===== config.mk =====
export PLATFORM = sky130hd
export DESIGN_NAME = midi_note_message_parser_unit
export DESIGN_NICKNAME = d
export VERILOG_FILES = /design/src/design/mnp_pkg.sv /design/src/design/mnp_front.sv /design/src/design/mnp_evq.sv /design/src/design/mnp_back.sv /design/src/design/midi_note_message_parser_unit.sv
export SDC_FILE = /design/constraint.sdc
export NUM_CORES = 1
export LEC_CHECK = 0
export ABC_AREA = 1
export BUFFER_PORTS_ARGS = -buffer_cell sky130_fd_sc_hd__buf_2
export CAP_MARGIN = 20
export CORE_ASPECT_RATIO = 2
export CORE_MARGIN = 5
export CORE_UTILIZATION = 55
export DETAILED_ROUTE_END_ITERATION = 12
export PLACE_DENSITY_LB_ADDON = 0.12
export RECOVER_POWER = 25
export SLEW_MARGIN = 5
export SYNTH_ARGS = -nofsm -noshare
export SYNTH_HDL_FRONTEND = slang
export SYNTH_SLANG_ARGS = --single-unit

===== constraint.sdc =====
create_clock -name clk -period 7 [get_ports clk]
set_input_delay 0.7 -clock clk [delete_from_list [all_inputs] [get_ports clk]]
set_output_delay 0.7 -clock clk [all_outputs]
set_load 0.02 [all_outputs]

===== src/design/mnp_pkg.sv =====
// Shared types and constants for the MIDI note message parser.
// Used by every module of the block; has no dependencies of its own.
package mnp_pkg;

  localparam int PORTS_DEF  = 16;   // default number of per-port parse contexts
  localparam int PORT_CMP_W = 9;    // wide enough to compare against any port count up to 256
  localparam int EVQ_DEPTH  = 4;    // event queue entries between front and back
  localparam int EVQ_AW     = 2;    // event queue pointer width
  localparam int EVQ_CW     = 3;    // event queue fill count width

  localparam logic [6:0] NOTE_MIN_RST = 7'd21;
  localparam logic [6:0] NOTE_MAX_RST = 7'd108;

  // Upper nibble of the status bytes that open a message.
  localparam logic [3:0] STAT_NOTE_ON  = 4'h9;
  localparam logic [3:0] STAT_NOTE_OFF = 4'h8;

  // Configuration register indexes.
  localparam logic REG_NOTE_MIN = 1'b0;
  localparam logic REG_NOTE_MAX = 1'b1;

  typedef enum logic [1:0] {
    PH_IDLE = 2'd0,
    PH_NOTE = 2'd1,
    PH_VEL  = 2'd2
  } phase_t;

  typedef struct packed {
    logic       is_note_off;
    logic [3:0] event_port;
    logic [4:0] channel;
    logic [6:0] note;
    logic [6:0] velocity;
  } note_event_t;

  typedef struct packed {
    logic full;
    logic empty;
  } evq_status_t;

endpackage


===== src/design/mnp_front.sv =====
// Front end: accepts bytes, runs the per-port parse table and emits note events.
// Depends on mnp_pkg.
module mnp_front #(
  parameter int PORTS = mnp_pkg::PORTS_DEF
) (
  input  logic                 clk,
  input  logic                 rst_n,
  input  logic                 in_valid,
  output logic                 in_ready,
  input  logic [3:0]           in_port,
  input  logic [7:0]           in_byte,
  input  logic [6:0]           note_min,
  input  logic [6:0]           note_max,
  input  mnp_pkg::evq_status_t q_status,
  output logic                 ev_push,
  output mnp_pkg::note_event_t ev
);
  import mnp_pkg::*;

  phase_t     phase_r [PORTS];
  logic       off_r   [PORTS];
  logic [3:0] chan_r  [PORTS];
  logic [6:0] note_r  [PORTS];

  logic [PORT_CMP_W-1:0] port_ext;
  logic                  accept;
  logic                  hit;
  phase_t                ph_sel;
  logic                  off_sel;
  logic [3:0]            chan_sel;
  logic [6:0]            note_sel;
  phase_t                ph_nxt;
  logic                  wr_status;
  logic                  wr_note;
  logic                  emit;

  assign in_ready = !q_status.full;
  assign accept   = in_valid && in_ready;
  assign port_ext = {{(PORT_CMP_W-4){1'b0}}, in_port};
  assign hit      = port_ext < PORT_CMP_W'(PORTS);

  always_comb begin
    ph_sel   = PH_IDLE;
    off_sel  = 1'b0;
    chan_sel = 4'd0;
    note_sel = 7'd0;
    for (int i = 0; i < PORTS; i++) begin
      if (port_ext == PORT_CMP_W'(i)) begin
        ph_sel   = phase_r[i];
        off_sel  = off_r[i];
        chan_sel = chan_r[i];
        note_sel = note_r[i];
      end
    end
  end

  always_comb begin
    ph_nxt    = PH_IDLE;
    wr_status = 1'b0;
    wr_note   = 1'b0;
    emit      = 1'b0;
    unique case (ph_sel)
      PH_NOTE: begin
        if (in_byte >= {1'b0, note_min} && in_byte <= {1'b0, note_max}) begin
          wr_note = 1'b1;
          ph_nxt  = PH_VEL;
        end
      end
      PH_VEL: begin
        emit = !in_byte[7];
      end
      default: begin
        // Idle, and the unused phase code, look for a note status byte.
        if (in_byte[7:4] == STAT_NOTE_ON || in_byte[7:4] == STAT_NOTE_OFF) begin
          wr_status = 1'b1;
          ph_nxt    = PH_NOTE;
        end
      end
    endcase
  end

  assign ev_push         = accept && hit && emit;
  assign ev.is_note_off  = off_sel;
  assign ev.event_port   = in_port;
  assign ev.channel      = {1'b0, chan_sel} + 5'd1;
  assign ev.note         = note_sel;
  assign ev.velocity     = in_byte[6:0];

  for (genvar g = 0; g < PORTS; g++) begin : g_entry
    logic sel;
    assign sel = accept && hit && (port_ext == PORT_CMP_W'(g));

    always_ff @(posedge clk) begin
      if (!rst_n) begin
        phase_r[g] <= PH_IDLE;
      end else if (sel) begin
        phase_r[g] <= ph_nxt;
      end
    end

    always_ff @(posedge clk) begin
      if (sel && wr_status) begin
        off_r[g]  <= (in_byte[7:4] == STAT_NOTE_OFF);
        chan_r[g] <= in_byte[3:0];
      end
      if (sel && wr_note) begin
        note_r[g] <= in_byte[6:0];
      end
    end
  end

endmodule


===== src/design/mnp_evq.sv =====
// Short event queue between the parse front end and the output stage.
// Depends on mnp_pkg.
module mnp_evq (
  input  logic                 clk,
  input  logic                 rst_n,
  input  logic                 push,
  input  mnp_pkg::note_event_t push_ev,
  input  logic                 pop,
  output mnp_pkg::note_event_t head_ev,
  output mnp_pkg::evq_status_t status
);
  import mnp_pkg::*;

  note_event_t       mem_r [EVQ_DEPTH];
  logic [EVQ_AW-1:0] wr_ptr_r, wr_ptr_nxt;
  logic [EVQ_AW-1:0] rd_ptr_r, rd_ptr_nxt;
  logic [EVQ_CW-1:0] count_r, count_nxt;
  logic              do_push;
  logic              do_pop;

  assign status.full  = (count_r == EVQ_CW'(EVQ_DEPTH));
  assign status.empty = (count_r == '0);
  assign do_push      = push && !status.full;
  assign do_pop       = pop && !status.empty;
  assign head_ev      = mem_r[rd_ptr_r];

  always_comb begin
    wr_ptr_nxt = do_push ? wr_ptr_r + 1'b1 : wr_ptr_r;
    rd_ptr_nxt = do_pop  ? rd_ptr_r + 1'b1 : rd_ptr_r;
    count_nxt  = count_r;
    if (do_push && !do_pop) begin
      count_nxt = count_r + 1'b1;
    end else if (do_pop && !do_push) begin
      count_nxt = count_r - 1'b1;
    end
  end

  always_ff @(posedge clk) begin
    if (!rst_n) begin
      wr_ptr_r <= '0;
      rd_ptr_r <= '0;
      count_r  <= '0;
    end else begin
      wr_ptr_r <= wr_ptr_nxt;
      rd_ptr_r <= rd_ptr_nxt;
      count_r  <= count_nxt;
    end
  end

  always_ff @(posedge clk) begin
    if (do_push) begin
      mem_r[wr_ptr_r] <= push_ev;
    end
  end

endmodule


===== src/design/mnp_back.sv =====
// Output stage: drains the event queue into a registered result stream.
// Depends on mnp_pkg.
module mnp_back (
  input  logic                 clk,
  input  logic                 rst_n,
  input  mnp_pkg::evq_status_t q_status,
  input  mnp_pkg::note_event_t head_ev,
  output logic                 pop,
  output logic                 out_valid,
  input  logic                 out_ready,
  output mnp_pkg::note_event_t out_ev
);
  import mnp_pkg::*;

  logic        valid_r, valid_nxt;
  note_event_t ev_r;

  // The output register takes a new event whenever it is empty or being drained.
  assign pop       = !q_status.empty && (!valid_r || out_ready);
  assign valid_nxt = pop || (valid_r && !out_ready);
  assign out_valid = valid_r;
  assign out_ev    = ev_r;

  always_ff @(posedge clk) begin
    if (!rst_n) begin
      valid_r <= 1'b0;
    end else begin
      valid_r <= valid_nxt;
    end
  end

  always_ff @(posedge clk) begin
    if (pop) begin
      ev_r <= head_ev;
    end
  end

endmodule


===== src/design/midi_note_message_parser_unit.sv =====
// MIDI note message parser with one parse context per port. Throughput is one
// byte per cycle while the event queue is not full; the per-port table is read
// and updated in the accepting cycle, so bytes of the same port may follow back
// to back. An event passes from the front end through the four-entry event queue
// into the output register and leaves on out_tvalid. Synchronous reset sets every
// port to idle, empties the queue and loads note_min 21 and note_max 108.
module midi_note_message_parser_unit #(
  parameter int PORTS = mnp_pkg::PORTS_DEF
) (
  input  logic        clk,
  input  logic        rst_n,
  input  logic        in_tvalid,
  output logic        in_tready,
  input  logic [15:0] in_tdata,    // [3:0] port, [11:4] midi_byte, [15:12] zero
  output logic        out_tvalid,
  input  logic        out_tready,
  output logic [23:0] out_tdata,   // [3:0] event_port, [8:4] channel, [15:9] note,
                                   // [22:16] velocity, [23] zero
  output logic [0:0]  out_tuser,   // [0] is_note_off
  input  logic        cfg_psel,
  input  logic        cfg_penable,
  input  logic        cfg_pwrite,
  input  logic [2:0]  cfg_paddr,
  input  logic [31:0] cfg_pwdata,
  output logic [31:0] cfg_prdata,
  output logic        cfg_pready
);
  import mnp_pkg::*;

  logic [6:0]  note_min_r;
  logic [6:0]  note_max_r;
  logic        cfg_wr;
  logic        ev_push;
  note_event_t ev_in;
  note_event_t head_ev;
  note_event_t out_ev;
  evq_status_t q_status;
  logic        q_pop;

  assign cfg_pready = 1'b1;
  assign cfg_wr     = cfg_psel && cfg_penable && cfg_pwrite && cfg_pready;
  assign cfg_prdata = {25'd0, (cfg_paddr[2] == REG_NOTE_MAX) ? note_max_r : note_min_r};

  always_ff @(posedge clk) begin
    if (!rst_n) begin
      note_min_r <= NOTE_MIN_RST;
      note_max_r <= NOTE_MAX_RST;
    end else if (cfg_wr) begin
      if (cfg_paddr[2] == REG_NOTE_MIN) begin
        note_min_r <= cfg_pwdata[6:0];
      end else begin
        note_max_r <= cfg_pwdata[6:0];
      end
    end
  end

  mnp_front #(
    .PORTS(PORTS)
  ) u_front (
    .clk      (clk),
    .rst_n    (rst_n),
    .in_valid (in_tvalid),
    .in_ready (in_tready),
    .in_port  (in_tdata[3:0]),
    .in_byte  (in_tdata[11:4]),
    .note_min (note_min_r),
    .note_max (note_max_r),
    .q_status (q_status),
    .ev_push  (ev_push),
    .ev       (ev_in)
  );

  mnp_evq u_evq (
    .clk     (clk),
    .rst_n   (rst_n),
    .push    (ev_push),
    .push_ev (ev_in),
    .pop     (q_pop),
    .head_ev (head_ev),
    .status  (q_status)
  );

  mnp_back u_back (
    .clk       (clk),
    .rst_n     (rst_n),
    .q_status  (q_status),
    .head_ev   (head_ev),
    .pop       (q_pop),
    .out_valid (out_tvalid),
    .out_ready (out_tready),
    .out_ev    (out_ev)
  );

  assign out_tdata = {1'b0, out_ev.velocity, out_ev.note, out_ev.channel, out_ev.event_port};
  assign out_tuser = out_ev.is_note_off;

`ifndef SYNTHESIS
  a_q_status_sane: assert property (@(posedge clk) disable iff (!rst_n)
    !(q_status.full && q_status.empty))
    else $error("event queue reports full and empty together");

  a_no_push_when_full: assert property (@(posedge clk) disable iff (!rst_n)
    ev_push |-> !q_status.full)
    else $error("event pushed into a full queue");

  a_pop_feeds_output: assert property (@(posedge clk) disable iff (!rst_n)
    q_pop |=> out_tvalid)
    else $error("queue pop did not load the output register");

  a_channel_nonzero: assert property (@(posedge clk) disable iff (!rst_n)
    out_tvalid |-> (out_ev.channel != 5'd0))
    else $error("event with channel zero");
`endif

endmodule


==> results of run 1 <==
==> power by group <==
part | total, mW | internal [mW] | switching (mW)
Sequential | 2.59 | 2.56 | 0.0297
Combinational | 0.772 | 0.211 | 0.562
Clock | 1.56 | 0.846 | 0.716
Total | 4.93 | 3.62 | 1.31
==> worst max path at each step <==
stage | slack [ps] | start | to | cells after the start
2_1_floorplan | 3380 | in_tdata[0] | u_evq.mem_r[0][0] | 19
3_3_place_gp | 2200 | in_tdata[0] | u_front.note_r[1][11] | 16
5_1_grt | 1650 | in_tdata[4] | u_front.note_r[1][7] | 13
4_1_cts | 2710 | in_tdata[0] | u_evq.count_r[2] | 23
3_5_place_dp | 2130 | in_tdata[0] | u_evq.count_r[2] | 23
6_report | 2030 | in_tdata[4] | u_front.note_r[1][11] | 13
==> final cells by class <==
cell class	count	area (sq um)	share of cell area (%)
Clock buffer	44	824.5	5.046
Clock inverter	5	52.55	0.3216
Inverter	80	300.3	1.838
Multi-Input combinational cell	723	3486	21.33
Sequential cell	366	10770	65.91
Tap cell	348	435.4	2.665
Timing Repair Buffer	82	471.7	2.887
==> layer usage <==
metal | vias up | track usage [%] | part of all wire, %
li1 | 4360 | - | -
met1 | 4365 | 20.38 | 33
met2 | 219 | 44.10 | 60
met3 | 86 | 2.074 | 3.0
met4 | 0 | 9.918 | 4.6
met5 | - | 0 | 0
==> cell families after synthesis <==
family          share of synthesized area, %
other cells                          0.05062
flops                                  72.60
xor+xnor                             0.05905
simple gates                           14.48
buf+inv                                4.698
compound gates                         6.123
fa+ha+maj                              1.990
==> state kept, by name, indices dropped and copies added, names as in the netlist <==
register	cells
u_evq.wr_ptr_r	2
u_front.chan_r	64
u_evq.rd_ptr_r	2
u_back.out_valid	1
u_evq.mem_r	96
u_back.out_ev	24
u_front.note_r	112
u_evq.count_r	3
u_front.off_r	16
u_front.phase_r	32
note_min_r	7
note_max_r	7
==> metrics by stage <==
step	hold slack, ps	power, mW
detailed placement	477.2	3.418
CTS	349.4	4.959
finish	371.5	4.926
floorplan	447.2	3.160
global placement	471.9	3.393
global route	364.5	5.123
==> placed cells by master (no fill, tap or decap), drive strengths merged, types with 3 or more instances in the layout <==
cell and n:
edfxtp 344, nand2 228, nor2 143, o21ai 89
inv 79, buf 71, a21oi 55, clkbuf 55
nand3 39, nand4 36, nor3 36, conb 27
o22ai 25, ha 22, dfxtp 22, or2 10
clkinv 5, and3b 4, o21bai 3
==> worst register-to-register path: stages, from the launching register on <==
cell      delay (ps)
edfxtp_1         370
nand2_1           80
nand2_1           50
a21oi_1          120
nand4_1           90
nor2_1           110
nand4_1           80
nor2_1           100
nand3_1           70
o21ai_0           80
a21oi_1          140
inv_1             80
ha_1             200
nand3b_1         620
nor2_1           890
==> impl_metrics.env, run 1 <==
export IMPL_n_antenna_cell=0
export IMPL_grt_pass1_wl_um=50770
export IMPL_hold_end="note_min_r[2]"
export IMPL_critPathMostFrequentCell="a21oi_1"
export IMPL_hold_viol_final=0
export IMPL_cap_violations=4
export IMPL_setup_tns_final_ps=0
export IMPL_status="complete, but fails checks"
export IMPL_power_density_nw_per_um2=301.4
export IMPL_fp_row_count=85
export IMPL_min_period_over_period_pct=70.96
export IMPL_final_nets=1364
export IMPL_yosysWarnings=0
export IMPL_ant_nets=0
export IMPL_ir_drop_mv=0.1815
export IMPL_finalWorstSetupSlack_ps=2032
export IMPL_crit_path_end_kind="register"
export IMPL_clk_pin_slew_ps=70
export IMPL_slew_viol_final=155
export IMPL_place_inst=1598
export IMPL_ys_types=34
export IMPL_worstMarginPinSlew_ps=2017
export IMPL_drt_iter0_markers=605
export IMPL_violations="max-capacitance violations, max-slew violations"
export IMPL_synth_area_sq_um=14840
export IMPL_ys_ff_latch=366
export IMPL_critPathLaunchType="primary input"
export IMPL_r2r_slack_ps=3540
export IMPL_port_buffers=59
export IMPL_cpPeakStageDelay_ps=1320
export IMPL_first_pass_iters=5
export IMPL_syn_inst=1217
export IMPL_final_cells=1648
export IMPL_path_buf_inv=3
export IMPL_fin_area_sq_um=16340
export IMPL_reg2regPathDepth=14
export IMPL_timing_rr_end="u_front.note_r[1][11]"
export IMPL_cts_buffers=30
export IMPL_worstReg2RegStart="u_front.phase_r[0][3]"
export IMPL_grt_remaining_overflow=0
export IMPL_post_cts_buffers=0
export IMPL_async_flop_share_pct=0
export IMPL_grt_use_total_pct=21.44
export IMPL_setup_violations=0
export IMPL_core_sq_um=26800
export IMPL_critPathRequiredTime_ps=7180
export IMPL_yosysMostFrequentCell="edfxtp_1"
export IMPL_post_place_ws_ps=2135
export IMPL_cts_repair_resized=0
export IMPL_root_buffer="clkbuf_16"
export IMPL_ctsLongestPathBuffers=3
export IMPL_placedInstanceArea_sq_um=15450
export IMPL_skew_ps=10.58
export IMPL_rsz0062_at_grt="no"
export IMPL_path_delay_family="buffers and inverters"
export IMPL_crit_chain="buf_2 > clkbuf_1 > inv_1 > ha_1 > o21ai_0 > nand2_1 > a21oi_1 > o21bai_1 > a21oi_1 > o21bai_1 > a21oi_1 > nand3b_1 > nor2_1"
export IMPL_yosysTopAreaCell="edfxtp_1"
export IMPL_via_count=9030
export IMPL_clkSinkCount=366
export IMPL_hpwl_um=22530
export IMPL_die_area_sq_um=30560
export IMPL_htree_levels=1
export IMPL_cp_max_fo=37
export IMPL_min_path_cells=3
export IMPL_synth_area_leaders="edfxtp_1 70%, nand2_1 5.7%, nor2_1 3.5%"
export IMPL_routed_wirelength_um=32790
export IMPL_slew_limit_headroom_pct=-34.49
export IMPL_place_gp_congestion=0.8975
export IMPL_die_x_um=126.1
export IMPL_crit_path_top_delay_cell="clkbuf_1"
export IMPL_die_y_um=242.3
export IMPL_grt_max_degree=50
export IMPL_synth_ff_type="edfxtp_1"
export IMPL_min_from="cfg_pwdata[2]"
export IMPL_synth_common_cells="344 x edfxtp_1, 225 x nand2_1, 137 x nor2_1, 79 x o21ai_0, 67 x inv_1"
export IMPL_grt_antenna_before_repair=0
export IMPL_clk_latency_ps=560
export IMPL_syn2layout_area_growth_pct=10.15
export IMPL_fin_crit_ps=4968
export IMPL_first_global_vias=9388
export IMPL_layout_drive_gt1_share_pct=10.77
export IMPL_synth_top_area_share_pct=69.63
export IMPL_ios=118
export IMPL_postSynthAreaPerCell_sq_um=12.19
export IMPL_hp_class="primary input to register"
export IMPL_cts_tree="yes"
export IMPL_routedWlPerCell_um=19.89
export IMPL_hold_buffers=0
export IMPL_post_route_util_pct=60.97
export IMPL_yosysSeqAreaShare_pct=72.60
export IMPL_cp_arrival_ps=5150
export IMPL_drc=0
export IMPL_path_class="primary input to register"
export IMPL_start_util_pct=55.35
export IMPL_routed_via_density=5.479
export IMPL_leakage_nw=5.739
export IMPL_clock_fmax_ghz=0.2013
export IMPL_synth_edf_count=344
export IMPL_n_fill_cell=2172
No activity file was read; power rests on OpenSTA's default activity.
==> run 2: changes to the inputs <==
==> constraint.sdc (replaced) <==
create_clock -name clk -period 4.79 [get_ports clk]
set_input_delay 0.479 -clock clk [delete_from_list [all_inputs] [get_ports clk]]
set_output_delay 0.479 -clock clk [all_outputs]
set_load 0.02 [all_outputs]
==> run 2 against run 1 <==
- the run still ends with max-capacitance violations, max-slew violations left
- core utilization grew 0.42 points
- clock skew grew 9.8 ps
- critical path depth increased by 11
- non-clock buffer count is 6 higher
- clock-buffer cell count unchanged
- combinational power rose by 45%
- highest routed layer unchanged
==> impl_metrics.env, run 2 (synthesis results as in run 1) <==
export IMPL_status="complete, but fails checks"
export IMPL_violations="max-capacitance violations, max-slew violations"
export IMPL_p_int_mw=5.395
export IMPL_min_period_over_period_pct=78.07
export IMPL_ios=118
export IMPL_die_x_um=126.1
export IMPL_hp_class="primary input to register"
export IMPL_leakage_nw=5.801
export IMPL_pwr_share_seq_pct=51.6
export IMPL_path_delay_family="simple AND/OR/NAND/NOR gates"
export IMPL_crit_chain="clkbuf_1 > nor2_1 > nand2_1 > inv_2 > nand2_1 > nand2_1 > a21oi_1 > nand4_1 > nor2_1 > nand4_1 > nor2_1 > nand3_1 > o21ai_0 > a21oi_1 > ha_1 > nand3_1 > inv_1 > ha_1 > inv_1 > fa_1 > a21oi_1 > o21ai_0 > o21ai_0 > a21oi_1"
export IMPL_critPathMostFrequentCell="a21oi_1"
export IMPL_port_buffers=59
export IMPL_core_sq_um=26800
export IMPL_worstMarginPinSlew_ps=1826
export IMPL_grt_remaining_overflow=0
export IMPL_setup_tns_final_ps=0
export IMPL_clock_fmax_ghz=0.2674
export IMPL_cts_repair_resized=0
export IMPL_setup_violations=0
export IMPL_cpPeakStageDelay_ps=720
export IMPL_p_sw_share_pct=26.54
export IMPL_grt_use_total_pct=22.01
export IMPL_worst_path_stages=24
export IMPL_fp_row_count=85
export IMPL_routedWlPerCell_um=20.06
export IMPL_slew_viol_final=76
export IMPL_die_y_um=242.3
export IMPL_hold_buffers=0
export IMPL_n_antenna_cell=0
export IMPL_first_global_vias=9375
export IMPL_p_switching_mw=1.949
export IMPL_post_cts_buffers=0
export IMPL_ctsLongestPathBuffers=3
export IMPL_clkSinkCount=366
export IMPL_r2r_slack_ps=1690
export IMPL_layout_drive_gt1_share_pct=11.49
export IMPL_syn2layout_area_growth_pct=10.91
export IMPL_pwr_share_clk_pct=33.1
export IMPL_timing_rr_end="u_front.chan_r[1][19]"
export IMPL_grt_antenna_before_repair=0
export IMPL_ir_drop_mv=0.3298
export IMPL_critPathLaunchType="primary input"
export IMPL_slew_limit_headroom_pct=-21.75
export IMPL_routed_wirelength_um=33340
export IMPL_place_gp_congestion=0.8897
export IMPL_worstReg2RegStart="u_front.phase_r[0][1]"
export IMPL_reg2regPathDepth=13
export IMPL_critPathRequiredTime_ps=5230
export IMPL_totalPowerFinal_mw=7.344
export IMPL_cp_arrival_ps=4180
export IMPL_routed_via_density=5.477
export IMPL_largest_reg_flops=112
export IMPL_htree_levels=1
export IMPL_power_density_nw_per_um2=446.3
export IMPL_start_util_pct=55.35
export IMPL_cap_violations=2
export IMPL_top_register="u_front.note_r"
export IMPL_n_fill_cell=2226
export IMPL_clk_pin_slew_ps=60
export IMPL_cts_tree="yes"
export IMPL_grt_max_degree=50
export IMPL_comb_power_share_pct=15.3
export IMPL_grt_pass1_wl_um=51800
export IMPL_path_class="primary input to register"
export IMPL_crit_start="in_tdata[2]"
export IMPL_clk_latency_ps=570
export IMPL_cts_buffers=31
export IMPL_via_count=9103
export IMPL_hold_viol_final=0
export IMPL_crit_path_top_delay_cell="nor2_1"
export IMPL_root_buffer="clkbuf_16"
export IMPL_first_pass_iters=5
export IMPL_rsz0062_at_grt="no"
export IMPL_post_route_util_pct=61.40
export IMPL_critPathCapture="u_evq.count_r[2]"
export IMPL_fin_crit_ps=3739
export IMPL_hpwl_um=23470
export IMPL_skew_ps=20.33
export IMPL_drt_iter0_markers=706
export IMPL_final_cell_mix="344 x edfxtp_1, 225 x nand2_1, 132 x nor2_1"
export IMPL_layout_commonest_cell="edfxtp_1"
export IMPL_crit_path_end_kind="register"
export IMPL_reg_largest_list="u_front.note_r (112), u_evq.mem_r (96), u_front.chan_r (64)"
export IMPL_final_nets=1371
export IMPL_path_buf_inv=4
export IMPL_drc=0
export IMPL_ant_nets=0
export IMPL_cp_max_fo=13
export IMPL_die_area_sq_um=30560
==> run 2: cell types whose count changed in the layout (fill, tap and decap cells not counted), sizes merged <==
| cell | before | now |
|---|---|---|
| clkinv | 5 | 11 |
| buf | 71 | 74 |
| clkbuf | 55 | 58 |
| bufinv | 1 | 2 |
| clkinvlp | 0 | 1 |
==> run 2: worst min-delay path by stage <==
stage | from | endpoint | slack [ps] | cells past startpoint
finish | cfg_pwdata[2] | note_max_r[2] | 160 | 3
CTS | cfg_pwdata[2] | note_max_r[2] | 130 | 3
detailed placement | u_evq.count_r[2] | u_evq.count_r[2] | 480 | 2
global route | cfg_pwdata[2] | note_min_r[2] | 150 | 3
floorplan | note_min_r[6] | note_min_r[6] | 450 | 2
global placement | note_max_r[1] | note_max_r[1] | 470 | 2
==> run 2: power groups by stage <==
stage                     sequential [mW]  combinational, mW  clock [mW]
after floorplan                      4.01              0.604           0
after global placement               3.85               1.12           0
after detailed placement             3.86               1.14           0
after CTS                            3.79               1.15        2.47
after global routing                 3.81               1.25        2.61
final                                3.79               1.12        2.43
==> run 2: metal layers <==
metal | global-route usage (%) | vias to the layer above | routed length [um]
li1 | - | 4379 | -
met1 | 21.29 | 4409 | 10850
met2 | 44.21 | 237 | 19670
met3 | 2.361 | 78 | 1110
met4 | 11.21 | 0 | 1712
met5 | 0 | - | 0
==> run 2: metrics by stage <==
stage | hold WS, ps | instances | worst slack [ps] | cell area [sq um]
6_report | 159.8 | 1662 | 1051 | 16450
5_1_grt | 152.3 | 1662 | 702.9 | 16450
4_1_cts | 131.9 | 1662 | 1183 | 16480
3_5_place_dp | 482.3 | 1605 | 596.0 | 15510
3_3_place_gp | 467.7 | 1605 | 665.0 | 15510
2_1_floorplan | 447.2 | 1242 | 1387 | 14930
==> run 2: cell type report <==
type                            instances  area [sq um]  area share, %
Sequential cell                       366         10770          65.46
Multi-Input combinational cell        723          3481          21.15
Clock buffer                           44         854.6          5.194
Timing Repair Buffer                   88         500.5          3.042
Tap cell                              348         435.4          2.646
Inverter                               80         300.3          1.825
Clock inverter                         13         112.6         0.6844
==> run 2: worst register-to-register path, stage by stage, from the launching register on <==
cell,delay (ps)
edfxtp_1,370
nand2_1,80
nand2_1,50
a21oi_1,170
nand4_1,120
nor2_1,120
nand4_1,80
nor2_1,100
nand3_1,70
o21ai_0,70
a21oi_1,110
ha_1,300
nand2_1,440
nor2_1,630
